===== src/design/pdq_pkg.sv =====
// Shared types and codes for the priority dispatch queue.
`default_nettype none

package pdq_pkg;

    // Request commands
    typedef enum logic [1:0] {
        CMD_ADD    = 2'd0,
        CMD_CANCEL = 2'd1,
        CMD_POP    = 2'd2,
        CMD_NONE   = 2'd3
    } cmd_t;

    // Result status codes
    typedef enum logic [1:0] {
        ST_OK    = 2'd0,
        ST_QFULL = 2'd1,
        ST_CFULL = 2'd2,
        ST_EMPTY = 2'd3
    } result_code_t;

    // Stored task payload
    typedef struct packed {
        logic [15:0] id;
        logic [7:0]  prio;
        logic [31:0] ts;
    } entry_t;

    // Best-so-far candidate passed down the queue cells
    typedef struct packed {
        logic   valid;
        entry_t ent;
    } cand_t;

    // Queue cell controls, broadcast to every cell
    typedef struct packed {
        logic add;
        logic remove;
    } qctl_t;

    // Mark cell controls, decoded per cell
    typedef struct packed {
        logic set;
        logic clr;
    } mctl_t;

endpackage

`default_nettype wire


===== src/design/pdq_qcell.sv =====
// Queue cell: one stored task plus one stage of the best-entry search chain.
`default_nettype none

module pdq_qcell #(
    parameter int IDX_W    = 4,
    parameter int CNT_W    = 5,
    parameter int CELL_IDX = 0
) (
    input  wire logic                  clk,
    input  wire logic                  rst_n,
    input  wire pdq_pkg::qctl_t        ctl,
    input  wire logic [CNT_W-1:0]      count,
    input  wire logic [IDX_W-1:0]      rm_idx,
    input  wire pdq_pkg::entry_t       new_entry,
    input  wire logic                  nb_valid,
    input  wire pdq_pkg::entry_t       nb_entry,
    input  wire pdq_pkg::cand_t        cand_in,
    input  wire logic [IDX_W-1:0]      cand_in_idx,
    output logic                       valid,
    output pdq_pkg::entry_t            entry,
    output pdq_pkg::cand_t             cand_out,
    output logic [IDX_W-1:0]           cand_out_idx
);

    logic            valid_reg, valid_next;
    pdq_pkg::entry_t entry_reg, entry_next;
    logic            cand_valid_reg, cand_valid_next;
    pdq_pkg::entry_t cand_ent_reg, cand_ent_next;
    logic [IDX_W-1:0] cand_idx_reg, cand_idx_next;
    logic            better;

    // Entry storage: load at the fill position, shift down on removal
    always_comb
    begin
        valid_next = valid_reg;
        entry_next = entry_reg;
        if (ctl.add && (count == CNT_W'(CELL_IDX)))
        begin
            valid_next = 1'b1;
            entry_next = new_entry;
        end
        else if (ctl.remove && (IDX_W'(CELL_IDX) >= rm_idx))
        begin
            valid_next = nb_valid;
            entry_next = nb_entry;
        end
    end

    // Search stage: keep the incoming candidate unless this entry wins
    always_comb
    begin
        better = valid_reg && (!cand_in.valid
                 || (entry_reg.prio > cand_in.ent.prio)
                 || ((entry_reg.prio == cand_in.ent.prio)
                     && (entry_reg.ts < cand_in.ent.ts)));
        cand_valid_next = better ? 1'b1 : cand_in.valid;
        cand_ent_next   = better ? entry_reg : cand_in.ent;
        cand_idx_next   = better ? IDX_W'(CELL_IDX) : cand_in_idx;
    end

    always_ff @(posedge clk or negedge rst_n)
    begin
        if (!rst_n)
        begin
            valid_reg      <= 1'b0;
            cand_valid_reg <= 1'b0;
        end
        else
        begin
            valid_reg      <= valid_next;
            cand_valid_reg <= cand_valid_next;
        end
    end

    always_ff @(posedge clk)
    begin
        entry_reg    <= entry_next;
        cand_ent_reg <= cand_ent_next;
        cand_idx_reg <= cand_idx_next;
    end

    assign valid          = valid_reg;
    assign entry          = entry_reg;
    assign cand_out.valid = cand_valid_reg;
    assign cand_out.ent   = cand_ent_reg;
    assign cand_out_idx   = cand_idx_reg;

endmodule

`default_nettype wire


===== src/design/pdq_mcell.sv =====
// Cancel mark cell: one marked task id with its own id compare.
`default_nettype none

module pdq_mcell (
    input  wire logic           clk,
    input  wire logic           rst_n,
    input  wire pdq_pkg::mctl_t ctl,
    input  wire logic [15:0]    cmp_id,
    output logic                hit,
    output logic                free
);

    logic        valid_reg, valid_next;
    logic [15:0] id_reg, id_next;

    // Set takes the compared id; clear drops the mark
    always_comb
    begin
        valid_next = valid_reg;
        id_next    = id_reg;
        if (ctl.set)
        begin
            valid_next = 1'b1;
            id_next    = cmp_id;
        end
        else if (ctl.clr)
        begin
            valid_next = 1'b0;
        end
    end

    always_ff @(posedge clk or negedge rst_n)
    begin
        if (!rst_n)
        begin
            valid_reg <= 1'b0;
        end
        else
        begin
            valid_reg <= valid_next;
        end
    end

    always_ff @(posedge clk)
    begin
        id_reg <= id_next;
    end

    assign hit  = valid_reg && (id_reg == cmp_id);
    assign free = !valid_reg;

endmodule

`default_nettype wire


===== src/design/priority_dispatch_queue_with_cancel_unit.sv =====
// Add, cmd 3 and an empty pop go straight to the response state; cancel passes through the
// mark state first. Pop runs the scan state over the search chain of queue cells, then the
// check state tests the head; each cancelled head costs one more scan and check pass.
// One request at a time; the next is taken while the previous result waits in the
// output register. Reset (rst_n low, asynchronous) empties the queue and cancel set.
`default_nettype none

module priority_dispatch_queue_with_cancel_unit #(
    parameter int QUEUE_DEPTH  = 16,
    parameter int CANCEL_DEPTH = 8
) (
    input  wire logic        clk,
    input  wire logic        rst_n,
    input  wire logic        req_valid,
    output logic             req_stall,
    input  wire logic [1:0]  cmd,
    input  wire logic [15:0] task_id,
    input  wire logic [7:0]  priority_req,
    input  wire logic [31:0] timestamp,
    output logic             res_valid,
    input  wire logic        res_stall,
    output logic [1:0]       status,
    output logic             out_valid,
    output logic [15:0]      out_task_id
);

    localparam int IDX_W = $clog2(QUEUE_DEPTH);
    localparam int CNT_W = $clog2(QUEUE_DEPTH + 1);

    typedef enum logic [4:0] {
        S_IDLE  = 5'b00001,
        S_MARK  = 5'b00010,
        S_SCAN  = 5'b00100,
        S_CHECK = 5'b01000,
        S_RESP  = 5'b10000
    } state_t;

    state_t            state_reg, state_next;
    logic [CNT_W-1:0]  count_reg, count_next;
    logic [IDX_W-1:0]  scan_cnt_reg, scan_cnt_next;
    logic [15:0]       id_reg, id_next;
    logic [1:0]        pend_status_reg, pend_status_next;
    logic              pend_ovalid_reg, pend_ovalid_next;
    logic [15:0]       pend_id_reg, pend_id_next;
    logic              res_valid_reg, res_valid_next;
    logic [1:0]        res_status_reg, res_status_next;
    logic              res_ovalid_reg, res_ovalid_next;
    logic [15:0]       res_id_reg, res_id_next;

    logic              req_take;
    pdq_pkg::qctl_t    qctl;
    pdq_pkg::entry_t   new_entry;
    logic [IDX_W-1:0]  rm_idx;
    logic [15:0]       cmp_id;
    logic              mark_set_go;
    logic              mark_clr_go;

    logic                   cell_valid [QUEUE_DEPTH];
    pdq_pkg::entry_t        cell_entry [QUEUE_DEPTH];
    pdq_pkg::cand_t         cand       [QUEUE_DEPTH];
    logic [IDX_W-1:0]       cand_idx   [QUEUE_DEPTH];
    pdq_pkg::cand_t         best;
    logic [IDX_W-1:0]       best_idx;

    logic [CANCEL_DEPTH-1:0] hit_vec;
    logic [CANCEL_DEPTH-1:0] free_vec;
    logic [CANCEL_DEPTH-1:0] first_free;
    logic                    any_hit;

    assign req_stall = (state_reg != S_IDLE);
    assign req_take  = req_valid && !req_stall;

    assign new_entry.id   = task_id;
    assign new_entry.prio = priority_req;
    assign new_entry.ts   = timestamp;

    assign best     = cand[QUEUE_DEPTH-1];
    assign best_idx = cand_idx[QUEUE_DEPTH-1];
    assign rm_idx   = best_idx;

    // Queue cells: storage plus registered search chain
    for (genvar gi = 0; gi < QUEUE_DEPTH; gi++)
    begin : g_qcell
        pdq_pkg::cand_t  c_in;
        logic [IDX_W-1:0] c_in_idx;
        logic            n_valid;
        pdq_pkg::entry_t n_entry;

        if (gi == 0)
        begin : g_head
            assign c_in     = '0;
            assign c_in_idx = '0;
        end
        else
        begin : g_body
            assign c_in     = cand[gi-1];
            assign c_in_idx = cand_idx[gi-1];
        end

        if (gi == QUEUE_DEPTH - 1)
        begin : g_tail
            assign n_valid = 1'b0;
            assign n_entry = '0;
        end
        else
        begin : g_mid
            assign n_valid = cell_valid[gi+1];
            assign n_entry = cell_entry[gi+1];
        end

        pdq_qcell #(
            .IDX_W    (IDX_W),
            .CNT_W    (CNT_W),
            .CELL_IDX (gi)
        ) u_qcell (
            .clk          (clk),
            .rst_n        (rst_n),
            .ctl          (qctl),
            .count        (count_reg),
            .rm_idx       (rm_idx),
            .new_entry    (new_entry),
            .nb_valid     (n_valid),
            .nb_entry     (n_entry),
            .cand_in      (c_in),
            .cand_in_idx  (c_in_idx),
            .valid        (cell_valid[gi]),
            .entry        (cell_entry[gi]),
            .cand_out     (cand[gi]),
            .cand_out_idx (cand_idx[gi])
        );
    end

    // Cancel mark cells
    for (genvar gm = 0; gm < CANCEL_DEPTH; gm++)
    begin : g_mcell
        pdq_pkg::mctl_t mc;

        assign mc.set = mark_set_go && first_free[gm];
        assign mc.clr = mark_clr_go && hit_vec[gm];

        pdq_mcell u_mcell (
            .clk    (clk),
            .rst_n  (rst_n),
            .ctl    (mc),
            .cmp_id (cmp_id),
            .hit    (hit_vec[gm]),
            .free   (free_vec[gm])
        );
    end

    // Lowest free mark slot, one-hot
    assign first_free = free_vec & (~free_vec + CANCEL_DEPTH'(1));
    assign any_hit    = |hit_vec;
    assign cmp_id     = (state_reg == S_CHECK) ? best.ent.id : id_reg;

    // Sequencer
    always_comb
    begin
        state_next       = state_reg;
        count_next       = count_reg;
        scan_cnt_next    = scan_cnt_reg;
        id_next          = id_reg;
        pend_status_next = pend_status_reg;
        pend_ovalid_next = pend_ovalid_reg;
        pend_id_next     = pend_id_reg;
        res_valid_next   = res_valid_reg && res_stall;
        res_status_next  = res_status_reg;
        res_ovalid_next  = res_ovalid_reg;
        res_id_next      = res_id_reg;
        qctl             = '0;
        mark_set_go      = 1'b0;
        mark_clr_go      = 1'b0;

        unique case (state_reg)
            S_IDLE:
            begin
                if (req_take)
                begin
                    pend_status_next = pdq_pkg::ST_OK;
                    pend_ovalid_next = 1'b0;
                    pend_id_next     = '0;
                    id_next          = task_id;
                    scan_cnt_next    = '0;
                    unique case (pdq_pkg::cmd_t'(cmd))
                        pdq_pkg::CMD_ADD:
                        begin
                            if (count_reg == CNT_W'(QUEUE_DEPTH))
                            begin
                                pend_status_next = pdq_pkg::ST_QFULL;
                            end
                            else
                            begin
                                qctl.add   = 1'b1;
                                count_next = count_reg + CNT_W'(1);
                            end
                            state_next = S_RESP;
                        end
                        pdq_pkg::CMD_CANCEL:
                        begin
                            state_next = S_MARK;
                        end
                        pdq_pkg::CMD_POP:
                        begin
                            if (count_reg == '0)
                            begin
                                pend_status_next = pdq_pkg::ST_EMPTY;
                                state_next       = S_RESP;
                            end
                            else
                            begin
                                state_next = S_SCAN;
                            end
                        end
                        default:
                        begin
                            state_next = S_RESP;
                        end
                    endcase
                end
            end
            S_MARK:
            begin
                // Already marked ids are accepted unchanged
                if (!any_hit)
                begin
                    if (|free_vec)
                    begin
                        mark_set_go = 1'b1;
                    end
                    else
                    begin
                        pend_status_next = pdq_pkg::ST_CFULL;
                    end
                end
                state_next = S_RESP;
            end
            S_SCAN:
            begin
                scan_cnt_next = scan_cnt_reg + IDX_W'(1);
                if (scan_cnt_reg == IDX_W'(QUEUE_DEPTH - 1))
                begin
                    state_next = S_CHECK;
                end
            end
            S_CHECK:
            begin
                // Head leaves the queue whether dispatched or cancelled
                qctl.remove   = 1'b1;
                count_next    = count_reg - CNT_W'(1);
                scan_cnt_next = '0;
                if (any_hit)
                begin
                    mark_clr_go = 1'b1;
                    if (count_reg == CNT_W'(1))
                    begin
                        pend_status_next = pdq_pkg::ST_EMPTY;
                        state_next       = S_RESP;
                    end
                    else
                    begin
                        state_next = S_SCAN;
                    end
                end
                else
                begin
                    pend_status_next = pdq_pkg::ST_OK;
                    pend_ovalid_next = 1'b1;
                    pend_id_next     = best.ent.id;
                    state_next       = S_RESP;
                end
            end
            S_RESP:
            begin
                if (!res_valid_reg || !res_stall)
                begin
                    res_valid_next  = 1'b1;
                    res_status_next = pend_status_reg;
                    res_ovalid_next = pend_ovalid_reg;
                    res_id_next     = pend_id_reg;
                    state_next      = S_IDLE;
                end
            end
            default:
            begin
                state_next = S_IDLE;
            end
        endcase
    end

    always_ff @(posedge clk or negedge rst_n)
    begin
        if (!rst_n)
        begin
            state_reg     <= S_IDLE;
            count_reg     <= '0;
            scan_cnt_reg  <= '0;
            res_valid_reg <= 1'b0;
        end
        else
        begin
            state_reg     <= state_next;
            count_reg     <= count_next;
            scan_cnt_reg  <= scan_cnt_next;
            res_valid_reg <= res_valid_next;
        end
    end

    always_ff @(posedge clk)
    begin
        id_reg          <= id_next;
        pend_status_reg <= pend_status_next;
        pend_ovalid_reg <= pend_ovalid_next;
        pend_id_reg     <= pend_id_next;
        res_status_reg  <= res_status_next;
        res_ovalid_reg  <= res_ovalid_next;
        res_id_reg      <= res_id_next;
    end

    assign res_valid   = res_valid_reg;
    assign status      = res_status_reg;
    assign out_valid   = res_ovalid_reg;
    assign out_task_id = res_id_reg;

endmodule

`default_nettype wire

===== config.mk =====
export PLATFORM = sky130hd
export DESIGN_NAME = priority_dispatch_queue_with_cancel_unit
export DESIGN_NICKNAME = d
export VERILOG_FILES = /design/src/design/pdq_pkg.sv /design/src/design/pdq_qcell.sv /design/src/design/pdq_mcell.sv /design/src/design/priority_dispatch_queue_with_cancel_unit.sv
export SDC_FILE = /design/constraint.sdc
export NUM_CORES = 2
export LEC_CHECK = 0
export BUFFER_PORTS_ARGS = -buffer_cell sky130_fd_sc_hd__buf_2
export CAP_MARGIN = 30
export CORE_MARGIN = 2
export CORE_UTILIZATION = 50
export CTS_CLUSTER_SIZE = 20
export DETAILED_ROUTE_END_ITERATION = 10
export PLACE_DENSITY = 0.63
export SLEW_MARGIN = 0
export SYNTH_ARGS = -nofsm -noshare
export SYNTH_HDL_FRONTEND = slang
export SYNTH_SLANG_ARGS = --single-unit

===== constraint.sdc =====
create_clock -name clk -period 6.95 [get_ports clk]
set_input_delay 1.0425 -clock clk [delete_from_list [all_inputs] [get_ports clk]]
set_output_delay 1.0425 -clock clk [all_outputs]
set_load 0.005 [all_outputs]

==> implementation parameters <==
Parameter                              Value

Status
  Result of the run ... finished, final reports clean

Placement
  Detail Placement HPWL ... around 150000 um
  Weighted congestion reported at the end of routability-driven placement ... 0.935
  Count of placed standard cells including taps ... 9655
  Count of input and output buffers ... approximately 80
  Worst slack at placement ... 2.04 ns

Setup path
  Largest fanout of any net on the critical path ... about 130
  Endpoint required time on the critical path ... 7.36 ns
  Largest stage delay on the critical path ... ~0.74 ns
  CP Class ... flip-flop to flip-flop
  Critical register-to-register path endpoint ... pend_id_reg[8]$_SDFFCE_PN0P_
  Buf+Inv Stages, Crit Path ... 4
  Type of element launching the critical path ... flip-flop
  Depth of the most critical reg-to-reg path ... 13
  Worst reg-to-reg setup slack ... 2.06 ns
  CP cell instances ... nor3_4 > buf_12 > nand2_4 > inv_1 > buf_4 > nand4_1 > o311a_1 > or4_1 > o41ai_2 > nor4_2 > buf_4 > nand2_1 > nand2_1
  Data arrival time of the critical path ... ~5.3 ns
  Cell with the largest stage delay on the worst path ... sky130_fd_sc_hd__inv_1
  Family with the most delay on the worst path ... simple AND/OR/NAND/NOR gates
  Critical path endpoint category ... flip-flop
  Crit Reg-Reg Startpoint ... state_reg[1]$_DFFE_PN0P_

Logic synthesis
  Yosys top cell area share ... approximately 35%
  Top post-synthesis cells by area ... sky130_fd_sc_hd__edfxtp_1 (35%), sky130_fd_sc_hd__dfxtp_1 (19%), sky130_fd_sc_hd__mux2_2 (18%), sky130_fd_sc_hd__ha_1 (7.9%), sky130_fd_sc_hd__inv_1 (2.5%)
  Synth warnings ... 0
  Flip-flop cell with the highest count after synthesis ... sky130_fd_sc_hd__edfxtp_1
  Number of flops mapped to enable cells by yosys ... roughly 1100
  Average cell area after synthesis ... about 13 um2
  Fraction of the yosys area taken by sequential cells ... ~55%
  Mapped Cells ... roughly 7400
  Share of synthesized registers carrying an async set or reset ... around 2.7%
  Post-Synthesis Net Count ... about 8100
  Cell type with the largest total area after synthesis ... sky130_fd_sc_hd__edfxtp_1
  Distinct cell type count of the synthesized netlist ... 90
  Number of synthesized register bits ... 2037
  Netlist area before placement ... 0.0938 mm2

Layout
  Max FFs per register ... approximately 900
  Multi-input combinational cell area ... 0.0383 mm2
  Synthesis-to-finish area growth ... 10.8%
  Net count of the finished layout ... between 8000 and 9000
  Sequential cell area ... slightly above 0.05 mm2
  Number of fill cells in the layout ... ~15000
  Fraction of the core area covered by cells at the end of the flow ... 55.9%
  Final non-filler cell total ... 10100
  Share of final-layout standard cells stronger than drive strength 1 ... 28.3%

Power and ir drop
  Lkg Pwr ... 41.2 nW
  Overall power ... 0.0353 W
  Switching Power ... 0.0101 W
  Largest voltage drop on the vdd net ... 0.000272 V
  Clock share of power ... 33.2%
  Int Pwr ... approximately 0.025 W
  Fraction of power spent switching nets ... 28.6%
  Power per cell area ... 339 mW/mm2
  Sequential power share ... 44.8%
  Combinational share of power ... between 20 and 25%

Global route
  Vias in the first global route ... 57100
  Global-route wire length before repair ... 339000 um
  Antenna violations before repair ... 5
  Met2 usage in global routing ... about a third
  Pin count of the biggest net entering global routing ... 130
  Met1 global-route usage ... 32.9%
  Overflow after GRT ... 0
  Combined global-route utilization of all metal layers ... 22.2%
  Global-route met3 utilization ... roughly 3.1%
  Top Usage Layer GRT ... met2

Routing
  Iteration count of the initial detailed-routing pass ... 7
  Starting DRT DRC Count ... 4119
  DR vias ... 56600
  Antenna-violating nets left ... 0
  Detailed Route WL ... about 210000 um
  Routed wire length per instance ... 21.3 um
  Via density ... 5.62
  DRC viols ... 0

Clock network
  Root cell of the clock tree ... sky130_fd_sc_hd__clkbuf_16
  Maximum clock insertion buffer count ... 3
  Number of buffers created by CTS ... 210
  Worst-Skew Late Latency ... around 0.84 ns
  Count of instances resized after the clock tree is built ... 0
  Buffer count from post-CTS setup fixing ... 0
  Clock tree from TritonCTS ... done
  Number of clock sinks seen by CTS ... approximately 2000
  Count of H-tree levels built during CTS ... 4
  Clock transition at the register clock pins on the worst setup and hold paths after CTS ... 0.07 ns

Timing
  Transition time of the tightest slew-check pin ... slightly below 1 ns
  Final sum of negative setup slack ... 0 ns
  Final setup violating endpoints ... 0
  Setup clock skew after layout ... 0.0321 ns
  Final cycle utilization of the critical path ... 70.3%
  Setup repair after global routing missed its margin ... no
  Slew Limit Headroom ... between 30% and 40%
  Final hold violation count ... 0
  Max-slew violation count ... 0
  Timing-limited maximum frequency ... 0.205 GHz
  Post-route minimum period ... 4.89 ns
  Fin worst setup slack ... 2.06 ns

Die
  Horizontal die dimension ... 437 um
  Die Y-Extent ... 437 um
  Full die area ... approximately 0.19 mm2
  Standard-cell row count ... 158
  Initial cell density of the core ... between 50% and 60%
  Core area ... 0.186 mm2
  Count of boundary I/O pins ... 83

Worst hold path
  Class of the worst hold path ... flip-flop to flip-flop
  Worst Hold Depth ... 1
  End point of the worst hold path ... g_qcell[3].u_qcell.cand_out_idx[0]$_SDFF_PP1_
  Startpoint of the worst hold path ... g_qcell[2].u_qcell.cand_out_idx[0]$_SDFF_PP0_

Job
  Max-cap violations ... 0
==> worst max-delay path by stage <==
stage,start,end,slack [ns],depth (start not counted)
floorplan,req_valid,g_qcell[8].u_qcell.entry[0]$_DFFE_PP_,0.77,4
global placement,req_valid,g_qcell[7].u_qcell.entry[2]$_DFFE_PP_,2.13,8
detailed placement,req_valid,g_qcell[7].u_qcell.entry[0]$_DFFE_PP_,2.04,8
CTS,state_reg[1]$_DFFE_PN0P_,pend_id_reg[13]$_SDFFCE_PN0P_,2.12,13
global route,state_reg[1]$_DFFE_PN0P_,pend_id_reg[5]$_SDFFCE_PN0P_,1.78,13
finish,state_reg[1]$_DFFE_PN0P_,pend_id_reg[8]$_SDFFCE_PN0P_,2.06,13
==> Yosys cell counts (12+ instances only) <==
| cell type | number |
|---|---|
| sky130_fd_sc_hd__nor2_1 | 120 |
| sky130_fd_sc_hd__inv_1 | 634 |
| sky130_fd_sc_hd__a211oi_1 | 24 |
| sky130_fd_sc_hd__dfxtp_1 | 905 |
| sky130_fd_sc_hd__clkbuf_1 | 279 |
| sky130_fd_sc_hd__buf_1 | 65 |
| sky130_fd_sc_hd__a21o_1 | 130 |
| sky130_fd_sc_hd__and4_1 | 21 |
| sky130_fd_sc_hd__a31oi_1 | 94 |
| sky130_fd_sc_hd__buf_2 | 29 |
| sky130_fd_sc_hd__and2_1 | 122 |
| sky130_fd_sc_hd__a221oi_1 | 50 |
| sky130_fd_sc_hd__and3_1 | 100 |
| sky130_fd_sc_hd__mux2_2 | 1508 |
| sky130_fd_sc_hd__o2bb2ai_1 | 36 |
| sky130_fd_sc_hd__or3_1 | 28 |
| sky130_fd_sc_hd__edfxtp_1 | 1078 |
| sky130_fd_sc_hd__nor2b_1 | 47 |
| sky130_fd_sc_hd__o22ai_1 | 42 |
| sky130_fd_sc_hd__nor4_1 | 12 |
| sky130_fd_sc_hd__nand2b_1 | 35 |
| sky130_fd_sc_hd__ha_1 | 592 |
| sky130_fd_sc_hd__o21a_1 | 27 |
| sky130_fd_sc_hd__o211ai_1 | 34 |
| sky130_fd_sc_hd__nor3_1 | 32 |
| sky130_fd_sc_hd__xnor2_1 | 49 |
| sky130_fd_sc_hd__o21ai_0 | 174 |
| sky130_fd_sc_hd__dfrtp_1 | 53 |
| sky130_fd_sc_hd__nand2_1 | 355 |
| sky130_fd_sc_hd__o311ai_0 | 72 |
| sky130_fd_sc_hd__a2111oi_0 | 23 |
| sky130_fd_sc_hd__nand4_1 | 132 |
| sky130_fd_sc_hd__a21oi_1 | 178 |
| sky130_fd_sc_hd__a31o_2 | 18 |
| sky130_fd_sc_hd__or2_2 | 36 |
| sky130_fd_sc_hd__nand3_1 | 103 |
==> metal layers <==
metal	wire length (um)	up-vias	part of all wire (%)
li1	-	27200	-
met1	106000	27700	49
met2	92600	1384	43
met3	10300	331	4.8
met4	5720	0	2.7
met5	0	-	0
==> worst reg2reg max path, cell delays in order, from the launching register on <==
cell and delay [ns]:
sky130_fd_sc_hd__dfrtp_1 0.45, sky130_fd_sc_hd__nor3_4 0.24, sky130_fd_sc_hd__buf_12 0.40, sky130_fd_sc_hd__nand2_4 0.45
sky130_fd_sc_hd__inv_1 0.75, sky130_fd_sc_hd__buf_4 0.37, sky130_fd_sc_hd__nand4_1 0.13, sky130_fd_sc_hd__o311a_1 0.13
sky130_fd_sc_hd__or4_1 0.47, sky130_fd_sc_hd__o41ai_2 0.26, sky130_fd_sc_hd__nor4_2 0.10, sky130_fd_sc_hd__buf_4 0.19
sky130_fd_sc_hd__nand2_1 0.07, sky130_fd_sc_hd__nand2_1 0.44
==> kinds of logic (layout without fill, tap and decap cells) <==
kind of cell               count (synthesis)  after routing  share of synthesized area (%)
AOI/OAI and AO/OA                        993            993                           7.27
buffers and inverters                   1022           1199                           4.21
muxes                                   1514           1514                           18.2
DFF                                     2037           2037                           55.3
adders and majority gates                592            592                           7.89
and+or+nand+nor                         1192           1192                           6.70
other                                      0              4                              0
xor gates and xnor gates                  54             54                          0.504
==> area by class of cell <==
type	instances	share of cell area (%)
Multi-Input combinational cell	4345	36.9
Tap cell	2480	2.98
Timing Repair Buffer	162	1.06
Inverter	636	2.30
Clock buffer	306	5.84
Antenna cell	4	0.00963
Sequential cell	2037	49.9
Clock inverter	95	1.07
==> per-stage QoR <==
stage,hold slack [ns],instance area (um2)
finish,0.403,104000
global route,0.418,104000
CTS,0.405,104000
detailed placement,0.393,96700
global placement,0.394,96600
floorplan,0.386,93800
==> power groups by stage <==
stage	combinational, W	clock, W	sequential [W]
after floorplan	0.00603	0	0.0155
after CTS	0.00777	0.0119	0.0158
after global routing	0.00869	0.0124	0.0160
after detailed placement	0.00769	0	0.0160
final	0.00777	0.0117	0.0158
after global placement	0.00749	0	0.0160
==> cell usage in the layout, fill, tap and decap left out, types with 100 or more instances in the layout <==
cell / instances
sky130_fd_sc_hd__dfxtp_1: 905
sky130_fd_sc_hd__edfxtp_1: 1078
sky130_fd_sc_hd__o21ai_0: 170
sky130_fd_sc_hd__inv_1: 634
sky130_fd_sc_hd__clkbuf_16: 215
sky130_fd_sc_hd__nand3_1: 100
sky130_fd_sc_hd__a21oi_1: 177
sky130_fd_sc_hd__nor2_1: 117
sky130_fd_sc_hd__mux2_2: 1508
sky130_fd_sc_hd__and2_1: 121
sky130_fd_sc_hd__nand2_1: 341
sky130_fd_sc_hd__and3_1: 100
sky130_fd_sc_hd__a21o_1: 129
sky130_fd_sc_hd__nand4_1: 132
sky130_fd_sc_hd__ha_1: 591
==> repair_timing <==
action | 4_1_cts | 5_1_grt
endpoints found under the hold margin | 1 | 0
setup endpoints to repair | 0 | 0
hold buffers | 1 | 0
Power figures use the tool's default switching activity.
